`src/hw/rtl/biou_frac_if.sv`:
```
// Stream interface that carries one intersection/union area pair per word.
`timescale 1ns / 1ps

interface biou_frac_if #(
    parameter int unsigned NUM_W = 34,
    parameter int unsigned DEN_W = 35
) ();
    logic             valid;
    logic             ready;
    logic [NUM_W-1:0] num;
    logic [DEN_W-1:0] den;

    modport source (output valid, num, den, input ready);
    modport sink   (input valid, num, den, output ready);
endinterface

```
`src/hw/rtl/biou_iou_if.sv`:
```
// Stream interface that carries one intersection-over-union result per word.
`timescale 1ns / 1ps

interface biou_iou_if #(
    parameter int unsigned IOU_FRAC_BITS = 16
) ();
    logic                   valid;
    logic                   ready;
    logic [IOU_FRAC_BITS:0] iou;

    modport source (output valid, iou, input ready);
    modport sink   (input valid, iou, output ready);
endinterface

```
`src/hw/rtl/biou_div.sv`:
```
// Pipelined restoring divider: one quotient bit per stage, num <= den.
`timescale 1ns / 1ps

module biou_div #(
    parameter int unsigned NUM_W     = 34,
    parameter int unsigned DEN_W     = 35,
    parameter int unsigned FRAC_BITS = 16
) (
    input  logic          i_clk,
    input  logic          i_rst_n,
    biou_frac_if.sink     i_frac,
    biou_iou_if.source    o_iou
);
    localparam int unsigned F  = FRAC_BITS;
    localparam int unsigned QW = FRAC_BITS + 1;

    // Stage k holds k+1 quotient bits; the last stage keeps only the quotient.
    logic             r_vld [0:F];
    logic [QW-1:0]    r_quo [0:F];
    logic [DEN_W-1:0] r_rem [0:F-1];
    logic [DEN_W-1:0] r_den [0:F-1];
    logic             w_adv [0:F];

    for (genvar k = 0; k <= F; k++) begin : g_stage
        logic w_in_vld;

        // A stage moves when it is empty or the stage after it moves.
        if (k == F) begin : g_adv_last
            assign w_adv[k] = !r_vld[k] || o_iou.ready;
        end else begin : g_adv_mid
            assign w_adv[k] = !r_vld[k] || w_adv[k+1];
        end

        if (k == 0) begin : g_in0
            assign w_in_vld = i_frac.valid;
        end else begin : g_inx
            assign w_in_vld = r_vld[k-1];
        end

        always_ff @(posedge i_clk) begin
            if (!i_rst_n) begin
                r_vld[k] <= 1'b0;
            end else if (w_adv[k]) begin
                r_vld[k] <= w_in_vld;
            end
        end

        if (k == 0) begin : g_first
            logic [DEN_W-1:0] w_num_ext;
            logic             w_ge;

            // Integer part: one when the intersection equals the union.
            always_comb begin
                w_num_ext = {{(DEN_W-NUM_W){1'b0}}, i_frac.num};
                w_ge      = (w_num_ext >= i_frac.den);
            end

            always_ff @(posedge i_clk) begin
                if (w_adv[k] && w_in_vld) begin
                    r_quo[k] <= {{(QW-1){1'b0}}, w_ge};
                    r_rem[k] <= w_ge ? (w_num_ext - i_frac.den) : w_num_ext;
                    r_den[k] <= i_frac.den;
                end
            end
        end else begin : g_step
            logic [DEN_W:0] w_trial;
            logic           w_ge;

            // Shift the remainder left and test whether the divisor fits.
            always_comb begin
                w_trial = {r_rem[k-1], 1'b0};
                w_ge    = (w_trial >= {1'b0, r_den[k-1]});
            end

            always_ff @(posedge i_clk) begin
                if (w_adv[k] && w_in_vld) begin
                    r_quo[k] <= {r_quo[k-1][QW-2:0], w_ge};
                end
            end

            if (k < F) begin : g_carry
                logic [DEN_W-1:0] w_diff;

                // Where the divisor fits, the difference is below it and fits DEN_W bits.
                assign w_diff = w_trial[DEN_W-1:0] - r_den[k-1];

                always_ff @(posedge i_clk) begin
                    if (w_adv[k] && w_in_vld) begin
                        r_rem[k] <= w_ge ? w_diff : w_trial[DEN_W-1:0];
                        r_den[k] <= r_den[k-1];
                    end
                end

                // Each partial remainder stays below the divisor.
                a_rem_lt_den: assert property (@(posedge i_clk) disable iff (!i_rst_n)
                    r_vld[k] |-> (r_rem[k] < r_den[k]))
                    else $error("biou_div: partial remainder not below divisor");
            end
        end
    end

    assign i_frac.ready = w_adv[0];
    assign o_iou.valid  = r_vld[F];
    assign o_iou.iou    = r_quo[F];

    // The ratio never exceeds one, so the result is at most 2^FRAC_BITS.
    a_iou_bound: assert property (@(posedge i_clk) disable iff (!i_rst_n)
        o_iou.valid |-> (o_iou.iou <= (QW'(1) << F)))
        else $error("biou_div: result above one");

    // A full-scale result carries no fraction bits.
    a_full_exact: assert property (@(posedge i_clk) disable iff (!i_rst_n)
        (o_iou.valid && o_iou.iou[F]) |-> (o_iou.iou[F-1:0] == '0))
        else $error("biou_div: integer bit set with nonzero fraction");

endmodule

```
`src/flat_wrapper.sv`:
```
// flat-port wrapper written by rule: the top's interface ports become plain ports
module biou_div_flat 
#(
    parameter int unsigned NUM_W     = 34,
    parameter int unsigned DEN_W     = 35,
    parameter int unsigned FRAC_BITS = 16
)
  (i_clk, i_rst_n, i_frac_valid, i_frac_num, i_frac_den, i_frac_ready, o_iou_valid, o_iou_iou, o_iou_ready);
  biou_frac_if #(.NUM_W(NUM_W), .DEN_W(DEN_W)) i_frac_i ();
  biou_iou_if o_iou_i ();
  input  logic i_clk;
  input  logic i_rst_n;
  input wire logic [$bits(i_frac_i.valid)-1:0] i_frac_valid;
  input wire logic [$bits(i_frac_i.num)-1:0] i_frac_num;
  input wire logic [$bits(i_frac_i.den)-1:0] i_frac_den;
  output wire logic [$bits(i_frac_i.ready)-1:0] i_frac_ready;
  output wire logic [$bits(o_iou_i.valid)-1:0] o_iou_valid;
  output wire logic [$bits(o_iou_i.iou)-1:0] o_iou_iou;
  input wire logic [$bits(o_iou_i.ready)-1:0] o_iou_ready;
  assign i_frac_i.valid = i_frac_valid;
  assign i_frac_i.num = i_frac_num;
  assign i_frac_i.den = i_frac_den;
  assign i_frac_ready = i_frac_i.ready;
  assign o_iou_valid = o_iou_i.valid;
  assign o_iou_iou = o_iou_i.iou;
  assign o_iou_i.ready = o_iou_ready;
  biou_div #(.NUM_W(NUM_W), .DEN_W(DEN_W), .FRAC_BITS(FRAC_BITS)) u_core (.i_clk(i_clk), .i_rst_n(i_rst_n), .i_frac(i_frac_i), .o_iou(o_iou_i));
endmodule
```
`config.mk`:
```
export PLATFORM = sky130hd
export DESIGN_NAME = biou_div_flat
export DESIGN_NICKNAME = d
export VERILOG_FILES = /design/src/hw/rtl/biou_frac_if.sv /design/src/hw/rtl/biou_iou_if.sv /design/src/hw/rtl/biou_div.sv /design/src/flat_wrapper.sv
export SDC_FILE = /design/constraint.sdc
export NUM_CORES = 2
export LEC_CHECK = 0
export BUFFER_PORTS_ARGS = -buffer_cell sky130_fd_sc_hd__buf_2
export CAP_MARGIN = 20
export CORE_MARGIN = 1
export CORE_UTILIZATION = 55
export CTS_BUF_LIST = sky130_fd_sc_hd__clkbuf_4
export CTS_CLUSTER_DIAMETER = 100
export DETAILED_ROUTE_END_ITERATION = 16
export PLACE_DENSITY = 0.71
export SETUP_SLACK_MARGIN = 0.1
export SYNTH_ARGS = -nofsm -noshare
export SYNTH_HDL_FRONTEND = slang
export SYNTH_SLANG_ARGS = --single-unit
export TNS_END_PERCENT = 1
```
`constraint.sdc`:
```
create_clock -name i_clk -period 11.5 [get_ports i_clk]
set_input_delay 0.575 -clock i_clk [delete_from_list [all_inputs] [get_ports i_clk]]
set_output_delay 0.575 -clock i_clk [all_outputs]
set_load 0.01 [all_outputs]
```
==> results summary <==
The flow ran to the end, and the final reports show no timing, DRC or antenna violations. The width of the chip came out at 374 um. The worst path required time came out at 12.43 ns.

Synthesis handed over a netlist of around 7000 instances. The maximum fanout along the worst path is 49. The number of hold violations in the final report is 0. The slew of the pin with the lowest slew margin came out at 1.08 ns.

The row count is between 100 and 150. In this run, synthesis inferred 1289 flip-flops with an integrated enable. The share of synthesized area in the top cell type comes to 50.9%. Setup repair after global routing left no endpoint under its margin. The first global-routing pass estimated 286 mm of wire. The share of the clock period used by the worst path is 40.1%.

The detailed placer's ending HPWL came out at 137 mm. The weighted congestion at the end of routability-driven global placement is 0.920. The initial antenna violation count came out at 2. The count of final setup violators came out at 0. Sorting the synthesized cells by how often they occur yields sky130_fd_sc_hd__edfxtp_1 (1289), sky130_fd_sc_hd__inv_1 (778), sky130_fd_sc_hd__a21oi_1 (607). The effective utilization at floorplan is 55.4%.

In this run the number of H-tree levels came out at 5. For this design, the CTS-stage hold fixing added 111 buffers. The clock skew after layout came out at around 0.14 ns.

The worst IR drop on VDD is around 0.00014 V. The number of unique standard cell types used by synthesis is 93. The floorplan core area came out at 137000 sq um.

In this run the power density over the cells is 119 nW/um^2. The peak clock frequency supported by timing came out at 217 MHz. The post-synthesis net count came out at about 7800.

The number of pins with negative max-slew slack in the final report came out at 0. The per-instance average area after synthesis is 10.7 sq um. For this design the static power due to leakage is roughly 35 nW. The via count of the first global-routing pass came out at 54400.

The total negative slack for setup checks is 0 ns. The die is 374 um tall. The number of top-level pins came out at between 90 and 100. Data on the critical path arrives at its endpoint at between 5 and 6 ns. After detailed routing, the number of remaining DRC violations is 0. The number of port buffers is 91. The worst setup path is captured at a flip-flop. The proportion of synthesized flip-flops having asynchronous set or reset is 0%. The wire length after detailed routing is 182 mm. The post-cts repair resize count came out at 0. The Yosys step of the flow raised 0 warnings. The sequential-to-total area share from yosys stat is 50.9%. Summed over all instances, the cell type with the most area after synthesis is sky130_fd_sc_hd__edfxtp_1. In this run the clock root is driven by a sky130_fd_sc_hd__clkbuf_4.

From synthesis to final layout, the design area changed by 10.5%. The count of clock tree sinks came out at 1290. The proportion of layout cells with a drive suffix above 1 came out at 11.1%. The maximum buffer depth of the clock tree is 4.

The floorplan die area is 140000 sq um. The post-synthesis instance area came out at 76100 sq um. Entering global routing, the biggest net connects 87 pins. The later-pin clock latency in the skew report came out at 1.29 ns. STA classifies the critical path startpoint as a flip-flop. The clock input transition at the sequential cells of the worst setup and hold paths is about 0.060 ns. The count of antenna-violating nets left after detailed routing came out at 0. The detailed-route wire length per cell is 18.9 um. The min-delay analysis places its worst path in the category input port to flip-flop. The first routing iteration left 4176 violations. The most common cell in the synthesized netlist is sky130_fd_sc_hd__edfxtp_1. The worst setup path is of the flip-flop to flip-flop kind. The buffers inserted during post-CTS setup optimization came out at 0. The number of nets in the layout came out at 8226. After synthesis the netlist holds a flip-flop and latch count of 1290. The most used flip-flop cell after synthesis is sky130_fd_sc_hd__edfxtp_1. The number of standard cells in the final layout excluding fillers is roughly 9600. The total overflow reported by the global router came out at 0. The number of vias per cell after detailed routing is 5.79. Max-cap violations in this run came to 0. The routed via count is 55500.

In the post-route analysis, the smallest setup slack over all paths is 6.89 ns. The total global routing track utilization came out at 25.7%. Clock tree synthesis inserted a total of 354 buffers. The count of TritonRoute iterations in the first routing pass came out at 8.

Prior to clock tree synthesis, the placed netlist has a worst setup slack of 6.96 ns. The cell total after placement came out at a little under 9000. Measured against its own limit, the worst slew margin works out to between 20% and 30%. For the finished layout, the period the worst path requires is 4.61 ns. The TritonCTS clock tree is yes. After synthesis, the cell types taking the most area are sky130_fd_sc_hd__edfxtp_1 (51%), sky130_fd_sc_hd__ha_1 (9.8%), sky130_fd_sc_hd__a21oi_1 (4.0%).
==> where the power goes <==
| part | switching (mW) | total [mW] | leakage, nW | internal (mW) |
|---|---|---|---|---|
| clock network | 1.90 | 4.01 | 2.55 | 2.11 |
| logic | 0.418 | 0.716 | 20.4 | 0.298 |
| registers | 0.0394 | 5.24 | 11.7 | 5.20 |
==> layer usage <==
layer	share of wire [%]	wire, um	track usage, %	vias up
met1	41	73600	30.5	26300
li1	-	-	-	27100
met5	0	0	0	-
met4	4.5	8260	12.8	0
met2	50	91100	45.2	1631
met3	4.7	8600	3.84	474
==> metrics by stage <==
stage	hold slack [ns]	total power, mW	instance area [sq um]	utilization (%)
floorplan	0.400	5.84	76100	-
global placement	0.400	6.00	78600	57.3
detailed placement	0.405	6.01	78600	57.3
CTS	0.000732	10.1	84000	61.2
global route	0.0304	10.4	84100	61.2
finish	0.125	9.97	84100	61.2
==> final timing paths <==
check / startpoint / to / slack, ns / cells after the start
max: u_core.r_rem[10][1] / u_core.r_rem[11][23] / 6.89 / 12
min: i_frac_den[17] / u_core.r_den[0][17] / 0.12 / 2
max reg2reg: u_core.r_rem[10][1] / u_core.r_rem[11][23] / 6.89 / 12
min reg2reg: u_core.r_quo[3][19] / u_core.r_quo[3][37] / 0.38 / 0
==> sequential cells by signal, indices dropped and copies added (netlist names) <==
name,cells
u_core.r_den,560
u_core.r_quo,153
u_core.r_vld,17
u_core.r_rem,560
==> cells by family (layout without fill, tap and decap cells) <==
family | Yosys count | after routing | synth area share [%]
DFF | 1290 | 1290 | 50.9
other | 0 | 8 | 0
AOI/OAI and AO/OA | 2002 | 2002 | 16.6
xor gates and xnor gates | 433 | 433 | 4.98
buffers and inverters | 937 | 1614 | 4.68
muxes | 142 | 142 | 2.08
adders and majority gates | 609 | 609 | 10.2
and+or+nand+nor | 1692 | 1692 | 10.6
==> cell type report <==
cell class	instances	area (sq um)
diodes	8	20.0
clock buffers	481	3610
clock inverters	113	662
fillers	11200	53300
inverters	782	2940
multi-input cells	4878	34000
flip-flops and latches	1290	38700
well taps	1794	2240
repair buffers	238	1860
==> cells in the final DEF (no fill, tap or decap), drive strengths merged, types with 38 or more instances in the layout <==
cell type and count:
o21bai 63, edfxtp 1289, o21a 104, a21o 287, o21ai 487, a211oi 44
nor3 107, nor2 436, o31ai 62, or3 38, and2 52, buf 127
nand2b 86, nand2 530, a21oi 608, xor2 190, ha 593, and3 60
clkinv 101, nand4 83, a31oi 69, nand3 115, xnor2 243, inv 786
nor2b 79, mux2 128, clkbuf 481, dlygate4sd3 111
==> worst max-delay path: stages (launching register included) <==
cell and delay, ns:
sky130_fd_sc_hd__edfxtp_1 0.41, sky130_fd_sc_hd__ha_1 0.38, sky130_fd_sc_hd__nor2b_1 0.18, sky130_fd_sc_hd__o31a_1 0.25, sky130_fd_sc_hd__o21ai_0 0.27, sky130_fd_sc_hd__a221oi_1 0.19
sky130_fd_sc_hd__o41ai_1 0.83, sky130_fd_sc_hd__o41a_1 0.27, sky130_fd_sc_hd__o311a_1 0.21, sky130_fd_sc_hd__o221a_2 0.54, sky130_fd_sc_hd__inv_2 0.45, sky130_fd_sc_hd__nor2_1 0.23
sky130_fd_sc_hd__a31oi_1 0.07
Note: power is estimated with default switching activity, not from simulation.
