[config.mk]
export PLATFORM = sky130hd
export DESIGN_NAME = biou_geom_flat
export DESIGN_NICKNAME = d
export VERILOG_FILES = /design/src/hw/rtl/biou_pkg.sv /design/src/hw/rtl/biou_pair_if.sv /design/src/hw/rtl/biou_frac_if.sv /design/src/hw/rtl/biou_geom.sv /design/src/flat_wrapper.sv
export SDC_FILE = /design/constraint.sdc
export NUM_CORES = 2
export LEC_CHECK = 0
export ABC_AREA = 1
export BUFFER_PORTS_ARGS = -buffer_cell sky130_fd_sc_hd__buf_4
export CAP_MARGIN = 20
export CORE_ASPECT_RATIO = 0.75
export CORE_MARGIN = 2
export CORE_UTILIZATION = 35
export DETAILED_ROUTE_END_ITERATION = 12
export PLACE_DENSITY = 0.57
export SLEW_MARGIN = 20
export SYNTH_ARGS = -nofsm -noshare
export SYNTH_HDL_FRONTEND = slang
export SYNTH_SLANG_ARGS = --single-unit
[constraint.sdc]
create_clock -name i_clk -period 13.2 [get_ports i_clk]
set_input_delay 1.32 -clock i_clk [delete_from_list [all_inputs] [get_ports i_clk]]
set_output_delay 1.32 -clock i_clk [all_outputs]
set_load 0.02 [all_outputs]
[src/hw/rtl/biou_pkg.sv]
// Shared width constants for the box intersection-over-union pipeline.
`timescale 1ns / 1ps

package biou_pkg;

    // Doubled-unit edges (2*center +/- size) need this many bits over the coordinate width,
    // sign included.
    localparam int unsigned EDGE_XB = 3;

    // Intersection area of two clamped extents of COORD_BITS+1 bits each.
    localparam int unsigned NUM_XB = 2;

    // Union area: four times the sum of two box areas, minus the intersection.
    localparam int unsigned DEN_XB = 3;

    // Box areas are scaled by four to match the doubled units of the intersection.
    localparam int unsigned AREA_SHIFT = 2;

endpackage

[src/hw/rtl/biou_pair_if.sv]
// Stream interface that carries one pair of boxes per word.
`timescale 1ns / 1ps

interface biou_pair_if #(
    parameter int unsigned COORD_BITS = 16
) ();
    logic                  valid;
    logic                  ready;
    logic [COORD_BITS-1:0] a_center_x;
    logic [COORD_BITS-1:0] a_center_y;
    logic [COORD_BITS-1:0] a_width;
    logic [COORD_BITS-1:0] a_height;
    logic [COORD_BITS-1:0] b_center_x;
    logic [COORD_BITS-1:0] b_center_y;
    logic [COORD_BITS-1:0] b_width;
    logic [COORD_BITS-1:0] b_height;

    modport source (
        output valid, a_center_x, a_center_y, a_width, a_height,
        output b_center_x, b_center_y, b_width, b_height,
        input  ready
    );

    modport sink (
        input  valid, a_center_x, a_center_y, a_width, a_height,
        input  b_center_x, b_center_y, b_width, b_height,
        output ready
    );
endinterface

[src/hw/rtl/biou_frac_if.sv]
// Stream interface that carries one intersection/union area pair per word.
`timescale 1ns / 1ps

interface biou_frac_if #(
    parameter int unsigned NUM_W = 34,
    parameter int unsigned DEN_W = 35
) ();
    logic             valid;
    logic             ready;
    logic [NUM_W-1:0] num;
    logic [DEN_W-1:0] den;

    modport source (output valid, num, den, input ready);
    modport sink   (input valid, num, den, output ready);
endinterface

[src/hw/rtl/biou_geom.sv]
// Four-stage front end: box edges, overlap extents, area products and union area.
`timescale 1ns / 1ps

module biou_geom #(
    parameter int unsigned COORD_BITS = 16,
    parameter int unsigned NUM_W      = 34,
    parameter int unsigned DEN_W      = 35
) (
    input  logic           i_clk,
    input  logic           i_rst_n,
    biou_pair_if.sink      i_pair,
    biou_frac_if.source    o_frac
);
    import biou_pkg::*;

    localparam int unsigned C  = COORD_BITS;
    localparam int unsigned EW = C + EDGE_XB;
    localparam int unsigned AW = 2 * C;

    // Stage valid bits and advance enables.
    logic r_v1, r_v2, r_v3, r_v4;
    logic w_adv1, w_adv2, w_adv3, w_adv4;

    // Stage 1 registers: edges in doubled units and the sizes.
    logic signed [EW-1:0] r_lo_ax, r_hi_ax, r_lo_bx, r_hi_bx;
    logic signed [EW-1:0] r_lo_ay, r_hi_ay, r_lo_by, r_hi_by;
    logic [C-1:0]         r_aw1, r_ah1, r_bw1, r_bh1;

    // Stage 2 registers: clamped overlap extents and the sizes.
    logic [C:0]           r_hx, r_vy;
    logic [C-1:0]         r_aw2, r_ah2, r_bw2, r_bh2;

    // Stage 3 registers: intersection and box areas.
    logic [NUM_W-1:0]     r_inter;
    logic [AW-1:0]        r_aa, r_ab;
    logic                 r_zero3;

    // Stage 4 registers: numerator and denominator for the divider.
    logic [NUM_W-1:0]     r_num;
    logic [DEN_W-1:0]     r_den;

    // Stage 2 combinational terms.
    logic signed [EW-1:0] w_min_hx, w_max_lx, w_min_hy, w_max_ly;
    logic [EW:0]          w_dx, w_dy;
    logic                 w_any_neg;

    // Stage 4 combinational terms.
    logic [DEN_W-1:0]     w_area_sum, w_union;

    // A stage moves when it is empty or the stage after it moves.
    assign w_adv4       = !r_v4 || o_frac.ready;
    assign w_adv3       = !r_v3 || w_adv4;
    assign w_adv2       = !r_v2 || w_adv3;
    assign w_adv1       = !r_v1 || w_adv2;
    assign i_pair.ready = w_adv1;

    // Valid bits travel with the data.
    always_ff @(posedge i_clk) begin
        if (!i_rst_n) begin
            r_v1 <= 1'b0;
            r_v2 <= 1'b0;
            r_v3 <= 1'b0;
            r_v4 <= 1'b0;
        end else begin
            if (w_adv1) r_v1 <= i_pair.valid;
            if (w_adv2) r_v2 <= r_v1;
            if (w_adv3) r_v3 <= r_v2;
            if (w_adv4) r_v4 <= r_v3;
        end
    end

    // Stage 1: low edge is 2*center - size, high edge is 2*center + size.
    always_ff @(posedge i_clk) begin
        if (w_adv1 && i_pair.valid) begin
            r_lo_ax <= $signed({{(EW-C-1){1'b0}}, i_pair.a_center_x, 1'b0})
                     - $signed({{(EW-C){1'b0}}, i_pair.a_width});
            r_hi_ax <= $signed({{(EW-C-1){1'b0}}, i_pair.a_center_x, 1'b0})
                     + $signed({{(EW-C){1'b0}}, i_pair.a_width});
            r_lo_bx <= $signed({{(EW-C-1){1'b0}}, i_pair.b_center_x, 1'b0})
                     - $signed({{(EW-C){1'b0}}, i_pair.b_width});
            r_hi_bx <= $signed({{(EW-C-1){1'b0}}, i_pair.b_center_x, 1'b0})
                     + $signed({{(EW-C){1'b0}}, i_pair.b_width});
            r_lo_ay <= $signed({{(EW-C-1){1'b0}}, i_pair.a_center_y, 1'b0})
                     - $signed({{(EW-C){1'b0}}, i_pair.a_height});
            r_hi_ay <= $signed({{(EW-C-1){1'b0}}, i_pair.a_center_y, 1'b0})
                     + $signed({{(EW-C){1'b0}}, i_pair.a_height});
            r_lo_by <= $signed({{(EW-C-1){1'b0}}, i_pair.b_center_y, 1'b0})
                     - $signed({{(EW-C){1'b0}}, i_pair.b_height});
            r_hi_by <= $signed({{(EW-C-1){1'b0}}, i_pair.b_center_y, 1'b0})
                     + $signed({{(EW-C){1'b0}}, i_pair.b_height});
            r_aw1   <= i_pair.a_width;
            r_ah1   <= i_pair.a_height;
            r_bw1   <= i_pair.b_width;
            r_bh1   <= i_pair.b_height;
        end
    end

    // Stage 2: overlap extent is the smaller high edge minus the larger low edge.
    always_comb begin
        w_min_hx  = (r_hi_ax < r_hi_bx) ? r_hi_ax : r_hi_bx;
        w_max_lx  = (r_lo_ax > r_lo_bx) ? r_lo_ax : r_lo_bx;
        w_min_hy  = (r_hi_ay < r_hi_by) ? r_hi_ay : r_hi_by;
        w_max_ly  = (r_lo_ay > r_lo_by) ? r_lo_ay : r_lo_by;
        w_dx      = {w_min_hx[EW-1], w_min_hx} - {w_max_lx[EW-1], w_max_lx};
        w_dy      = {w_min_hy[EW-1], w_min_hy} - {w_max_ly[EW-1], w_max_ly};
        w_any_neg = w_dx[EW] || w_dy[EW];
    end

    // A negative extent on either axis means no overlap at all.
    always_ff @(posedge i_clk) begin
        if (w_adv2 && r_v1) begin
            r_hx  <= w_any_neg ? '0 : w_dx[C:0];
            r_vy  <= w_any_neg ? '0 : w_dy[C:0];
            r_aw2 <= r_aw1;
            r_ah2 <= r_ah1;
            r_bw2 <= r_bw1;
            r_bh2 <= r_bh1;
        end
    end

    // Stage 3: area products. The union is zero only when both boxes are flat.
    always_ff @(posedge i_clk) begin
        if (w_adv3 && r_v2) begin
            r_inter <= {{(NUM_W-C-1){1'b0}}, r_hx} * {{(NUM_W-C-1){1'b0}}, r_vy};
            r_aa    <= r_aw2 * r_ah2;
            r_ab    <= r_bw2 * r_bh2;
            r_zero3 <= (r_aw2 == '0 || r_ah2 == '0) && (r_bw2 == '0 || r_bh2 == '0);
        end
    end

    // Stage 4: union = 4*(area a + area b) - intersection.
    always_comb begin
        w_area_sum = {{(DEN_W-AW){1'b0}}, r_aa} + {{(DEN_W-AW){1'b0}}, r_ab};
        w_union    = (w_area_sum << AREA_SHIFT) - {{(DEN_W-NUM_W){1'b0}}, r_inter};
    end

    // A zero union yields a zero ratio: the divider sees 0 / 1.
    always_ff @(posedge i_clk) begin
        if (w_adv4 && r_v3) begin
            r_num <= r_zero3 ? '0 : r_inter;
            r_den <= r_zero3 ? DEN_W'(1) : w_union;
        end
    end

    assign o_frac.valid = r_v4;
    assign o_frac.num   = r_num;
    assign o_frac.den   = r_den;

    // The ratio handed to the divider never exceeds one.
    a_num_le_den: assert property (@(posedge i_clk) disable iff (!i_rst_n)
        o_frac.valid |-> ({{(DEN_W-NUM_W){1'b0}}, o_frac.num} <= o_frac.den))
        else $error("biou_geom: intersection exceeds union");

    // The divider is never handed a zero denominator.
    a_den_nonzero: assert property (@(posedge i_clk) disable iff (!i_rst_n)
        o_frac.valid |-> (o_frac.den != '0))
        else $error("biou_geom: zero denominator");

    // A stalled word stays in place until the divider takes it.
    a_hold_stalled: assert property (@(posedge i_clk) disable iff (!i_rst_n)
        (o_frac.valid && !o_frac.ready) |=>
            (o_frac.valid && $stable(o_frac.num) && $stable(o_frac.den)))
        else $error("biou_geom: stalled word changed");

endmodule

[src/flat_wrapper.sv]
// flat-port wrapper written by rule: the top's interface ports become plain ports
module biou_geom_flat import biou_pkg::*;
#(
    parameter int unsigned COORD_BITS = 16,
    parameter int unsigned NUM_W      = 34,
    parameter int unsigned DEN_W      = 35
)
  (i_clk, i_rst_n, i_pair_valid, i_pair_a_center_x, i_pair_a_center_y, i_pair_a_width, i_pair_a_height, i_pair_b_center_x, i_pair_b_center_y, i_pair_b_width, i_pair_b_height, i_pair_ready, o_frac_valid, o_frac_num, o_frac_den, o_frac_ready);
  biou_pair_if #(.COORD_BITS(COORD_BITS)) i_pair_i ();
  biou_frac_if #(.NUM_W(NUM_W), .DEN_W(DEN_W)) o_frac_i ();
  input  logic i_clk;
  input  logic i_rst_n;
  input wire logic [$bits(i_pair_i.valid)-1:0] i_pair_valid;
  input wire logic [$bits(i_pair_i.a_center_x)-1:0] i_pair_a_center_x;
  input wire logic [$bits(i_pair_i.a_center_y)-1:0] i_pair_a_center_y;
  input wire logic [$bits(i_pair_i.a_width)-1:0] i_pair_a_width;
  input wire logic [$bits(i_pair_i.a_height)-1:0] i_pair_a_height;
  input wire logic [$bits(i_pair_i.b_center_x)-1:0] i_pair_b_center_x;
  input wire logic [$bits(i_pair_i.b_center_y)-1:0] i_pair_b_center_y;
  input wire logic [$bits(i_pair_i.b_width)-1:0] i_pair_b_width;
  input wire logic [$bits(i_pair_i.b_height)-1:0] i_pair_b_height;
  output wire logic [$bits(i_pair_i.ready)-1:0] i_pair_ready;
  output wire logic [$bits(o_frac_i.valid)-1:0] o_frac_valid;
  output wire logic [$bits(o_frac_i.num)-1:0] o_frac_num;
  output wire logic [$bits(o_frac_i.den)-1:0] o_frac_den;
  input wire logic [$bits(o_frac_i.ready)-1:0] o_frac_ready;
  assign i_pair_i.valid = i_pair_valid;
  assign i_pair_i.a_center_x = i_pair_a_center_x;
  assign i_pair_i.a_center_y = i_pair_a_center_y;
  assign i_pair_i.a_width = i_pair_a_width;
  assign i_pair_i.a_height = i_pair_a_height;
  assign i_pair_i.b_center_x = i_pair_b_center_x;
  assign i_pair_i.b_center_y = i_pair_b_center_y;
  assign i_pair_i.b_width = i_pair_b_width;
  assign i_pair_i.b_height = i_pair_b_height;
  assign i_pair_ready = i_pair_i.ready;
  assign o_frac_valid = o_frac_i.valid;
  assign o_frac_num = o_frac_i.num;
  assign o_frac_den = o_frac_i.den;
  assign o_frac_i.ready = o_frac_ready;
  biou_geom #(.COORD_BITS(COORD_BITS), .NUM_W(NUM_W), .DEN_W(DEN_W)) u_core (.i_clk(i_clk), .i_rst_n(i_rst_n), .i_pair(i_pair_i), .o_frac(o_frac_i));
endmodule
==> flow_summary.json <==
{
  "status": "complete, no violations",
  "core_um2": 159000,
  "clkLatencyLatePin_ns": 0.68,
  "vias_per_cell": 4.81,
  "antenna_cells": 0,
  "worstPathRequired_ns": 13.57,
  "final_util_pct": 38.4,
  "grtUsageTotal_pct": 20.3,
  "cp-end-kind": "flop",
  "port_buffers": 202,
  "core.rowCount": 127,
  "path_clk_slew_ns": 0.07,
  "yosys_register_bits": 470,
  "netlist.area_leader.share_pct": 25.0,
  "synth-simple-area-share_pct": 14.4,
  "num_io_pins": 203,
  "h-tree-depth": 2,
  "fin_nets": 8050,
  "netlist_area_um2": 56000,
  "cap_violations": 0,
  "areaGrowthSynthToFinish_pct": 9.28,
  "die_x_um": 466,
  "drc": 0,
  "setup_ws_ns": 6.72,
  "muxShareOfSynthArea_pct": 0,
  "wl_per_cell_um": 18.7,
  "syn_area_per_cell_um2": 8.40,
  "post_cts_buffers": 0,
  "busiest_layer": "met1",
  "antenna_found_initial": 3,
  "synthDistinctLibCells": 49,
  "max_freq_mhz": 154,
  "syn_inst": 6674,
  "ctsHoldBuffers": 0,
  "finalSetupViolCount": 0,
  "cts_tree": "built",
  "gr-usage-met1_pct": 31.4,
  "synth_top_family_by_area": "adder cells",
  "cts_buffers": 52,
  "cts_resized": 0,
  "max_slew_margin_pct": 32.5,
  "grt_pass1_vias": 42919,
  "layout_commonest_cell": "inv_1",
  "arrival_ns": 6.86,
  "cts_root_buf": "clkbuf_16",
  "synthArstFlopShare_pct": 0,
  "tns_ns": 0,
  "final.min_clock_period_ns": 6.48,
  "final_hold_viol_count": 0,
  "met3_usage_pct": 2.89,
  "hpwl_um": 136000,
  "synth_compound_area_share_pct": 8.07,
  "synth_edf_count": 466,
  "final_max_slew_viol_count": 0,
  "dr.pass1.iters": 8,
  "drt_wl_total_um": 165000,
  "die_area_um2": 163000,
  "layoutNonFillerInstCount": 8860,
  "grt_setup_unrepaired": "false",
  "cts_sinks": 470,
  "final_layout_size_suffix_gt1_share_pct": 4.89,
  "synth_fa_ha_area_share_pct": 35.8,
  "ant_nets": 0,
  "synth_xor_area_share_pct": 3.97,
  "grt_use_met2_pct": 30.1,
  "vias": 42633,
  "final_cell_mix": "inv_1, nand2_1, fa_1",
  "path_class": "reg -> reg",
  "overflow": 0,
  "cts_buffer_depth": 3,
  "finalWeightedCongestion": 0.922,
  "synth_area_leaders": "edfxtp_1, fa_1, ha_1",
  "initial_core_util_pct": 35.2,
  "drtIter0Drc": 3459,
  "skew_ns": 0.0583,
  "synth_nets": 8034,
  "dp_slack_ns": 6.79,
  "die_height_um": 351,
  "hp-class": "reg -> reg",
  "ys_seq_area_share_pct": 25.1,
  "synth_area_leader_cell": "edfxtp_1",
  "worstMarginPinSlew_ns": 1.01,
  "fin_crit_sh_pct": 49.1,
  "dp.cells": 8763,
  "grt_pass1_wl_um": 257000,
  "critPathMaxFanout": 17,
  "synth_top_flop_cell": "edfxtp_1",
  "final.fill_count": 16212,
  "startpoint_type": "flop",
  "yosys_warnings": 0,
  "grt_max_degree": 147
}
final timing paths:
path / from / endpoint / slack [ns] / depth (start not counted)
worst max register to register: u_core.r_bw2[5]$_DFFE_PP_ / u_core.r_ab[23]$_DFFE_PP_ / 6.72 / 20
worst max-delay path: u_core.r_bw2[5]$_DFFE_PP_ / u_core.r_ab[23]$_DFFE_PP_ / 6.72 / 20
worst min-delay path: u_core.r_ah1[13]$_DFFE_PP_ / u_core.r_ah2[13]$_DFFE_PP_ / 0.42 / 0
worst min register to register: u_core.r_ah1[13]$_DFFE_PP_ / u_core.r_ah2[13]$_DFFE_PP_ / 0.42 / 0
critical path, cell delays in order (launching register included):
cell      delay [ns]
edfxtp_1        0.99
nand2_1         0.16
fa_1            0.52
inv_1           0.06
fa_1            0.50
inv_1           0.06
fa_1            0.53
inv_1           0.05
fa_1            0.46
fa_1            0.49
inv_1           0.05
fa_1            0.47
inv_1           0.04
ha_1            0.35
a21oi_1         0.32
a21boi_0        0.21
nand2_1         0.07
a31oi_1         0.40
o21bai_1        0.16
a21oi_1         0.19
xnor2_1         0.09
registers in the layout (all words and copies together) (netlist names), 32 cells and up:
signal and cells:
u_core.o_frac.den 35, u_core.o_frac.num 34, u_core.r_aa 32, u_core.r_inter 34
u_core.r_ab 32
routing by layer:
metal	share of wire, %	up-vias
met5	0	-
met1	50	20689
met4	1.6	0
li1	-	20553
met2	42	1267
met3	6.3	124
stage by stage:
stage                     hold WS, ns  cell area (µm²)
after floorplan                 0.400            56000
after global placement          0.401            59300
after detailed placement        0.405            59300
after CTS                       0.419            61200
after global routing            0.417            61200
final                           0.417            61200
synth_stat cells, drive strengths merged, types with 33 or more instances:
master / count
nand3: 112
nor2: 375
o21ai: 241
a21oi: 399
fa: 623
edfxtp: 466
clkbuf: 235
nand2: 1413
xor2: 204
nand4: 44
a21o: 33
nor3: 41
ha: 605
inv: 1633
xnor2: 50
final cells by class:
cell class	instances	area, µm²	share of cell area [%]
tap	2128	2660	4.35
timing repair buffer	212	1610	2.63
multi-input combinational	4321	34900	56.9
clock inverter	40	547	0.893
sequential	470	14100	23.0
clock buffer	56	1340	2.18
inverter	1633	6130	10.0
cell families (layout without fill, tap and decap cells):
| group | Yosys count | in the layout |
|---|---|---|
| AOI/OAI and AO/OA | 809 | 809 |
| buffers and inverters | 1883 | 1941 |
| adders and majority gates | 1228 | 1228 |
| and+or+nand+nor | 2030 | 2030 |
| xor gates and xnor gates | 254 | 254 |
| DFF | 470 | 470 |
Power is left out: the tool's default activity adds up to more than one toggle a clock period on the data nets, which glitch-free logic cannot reach.
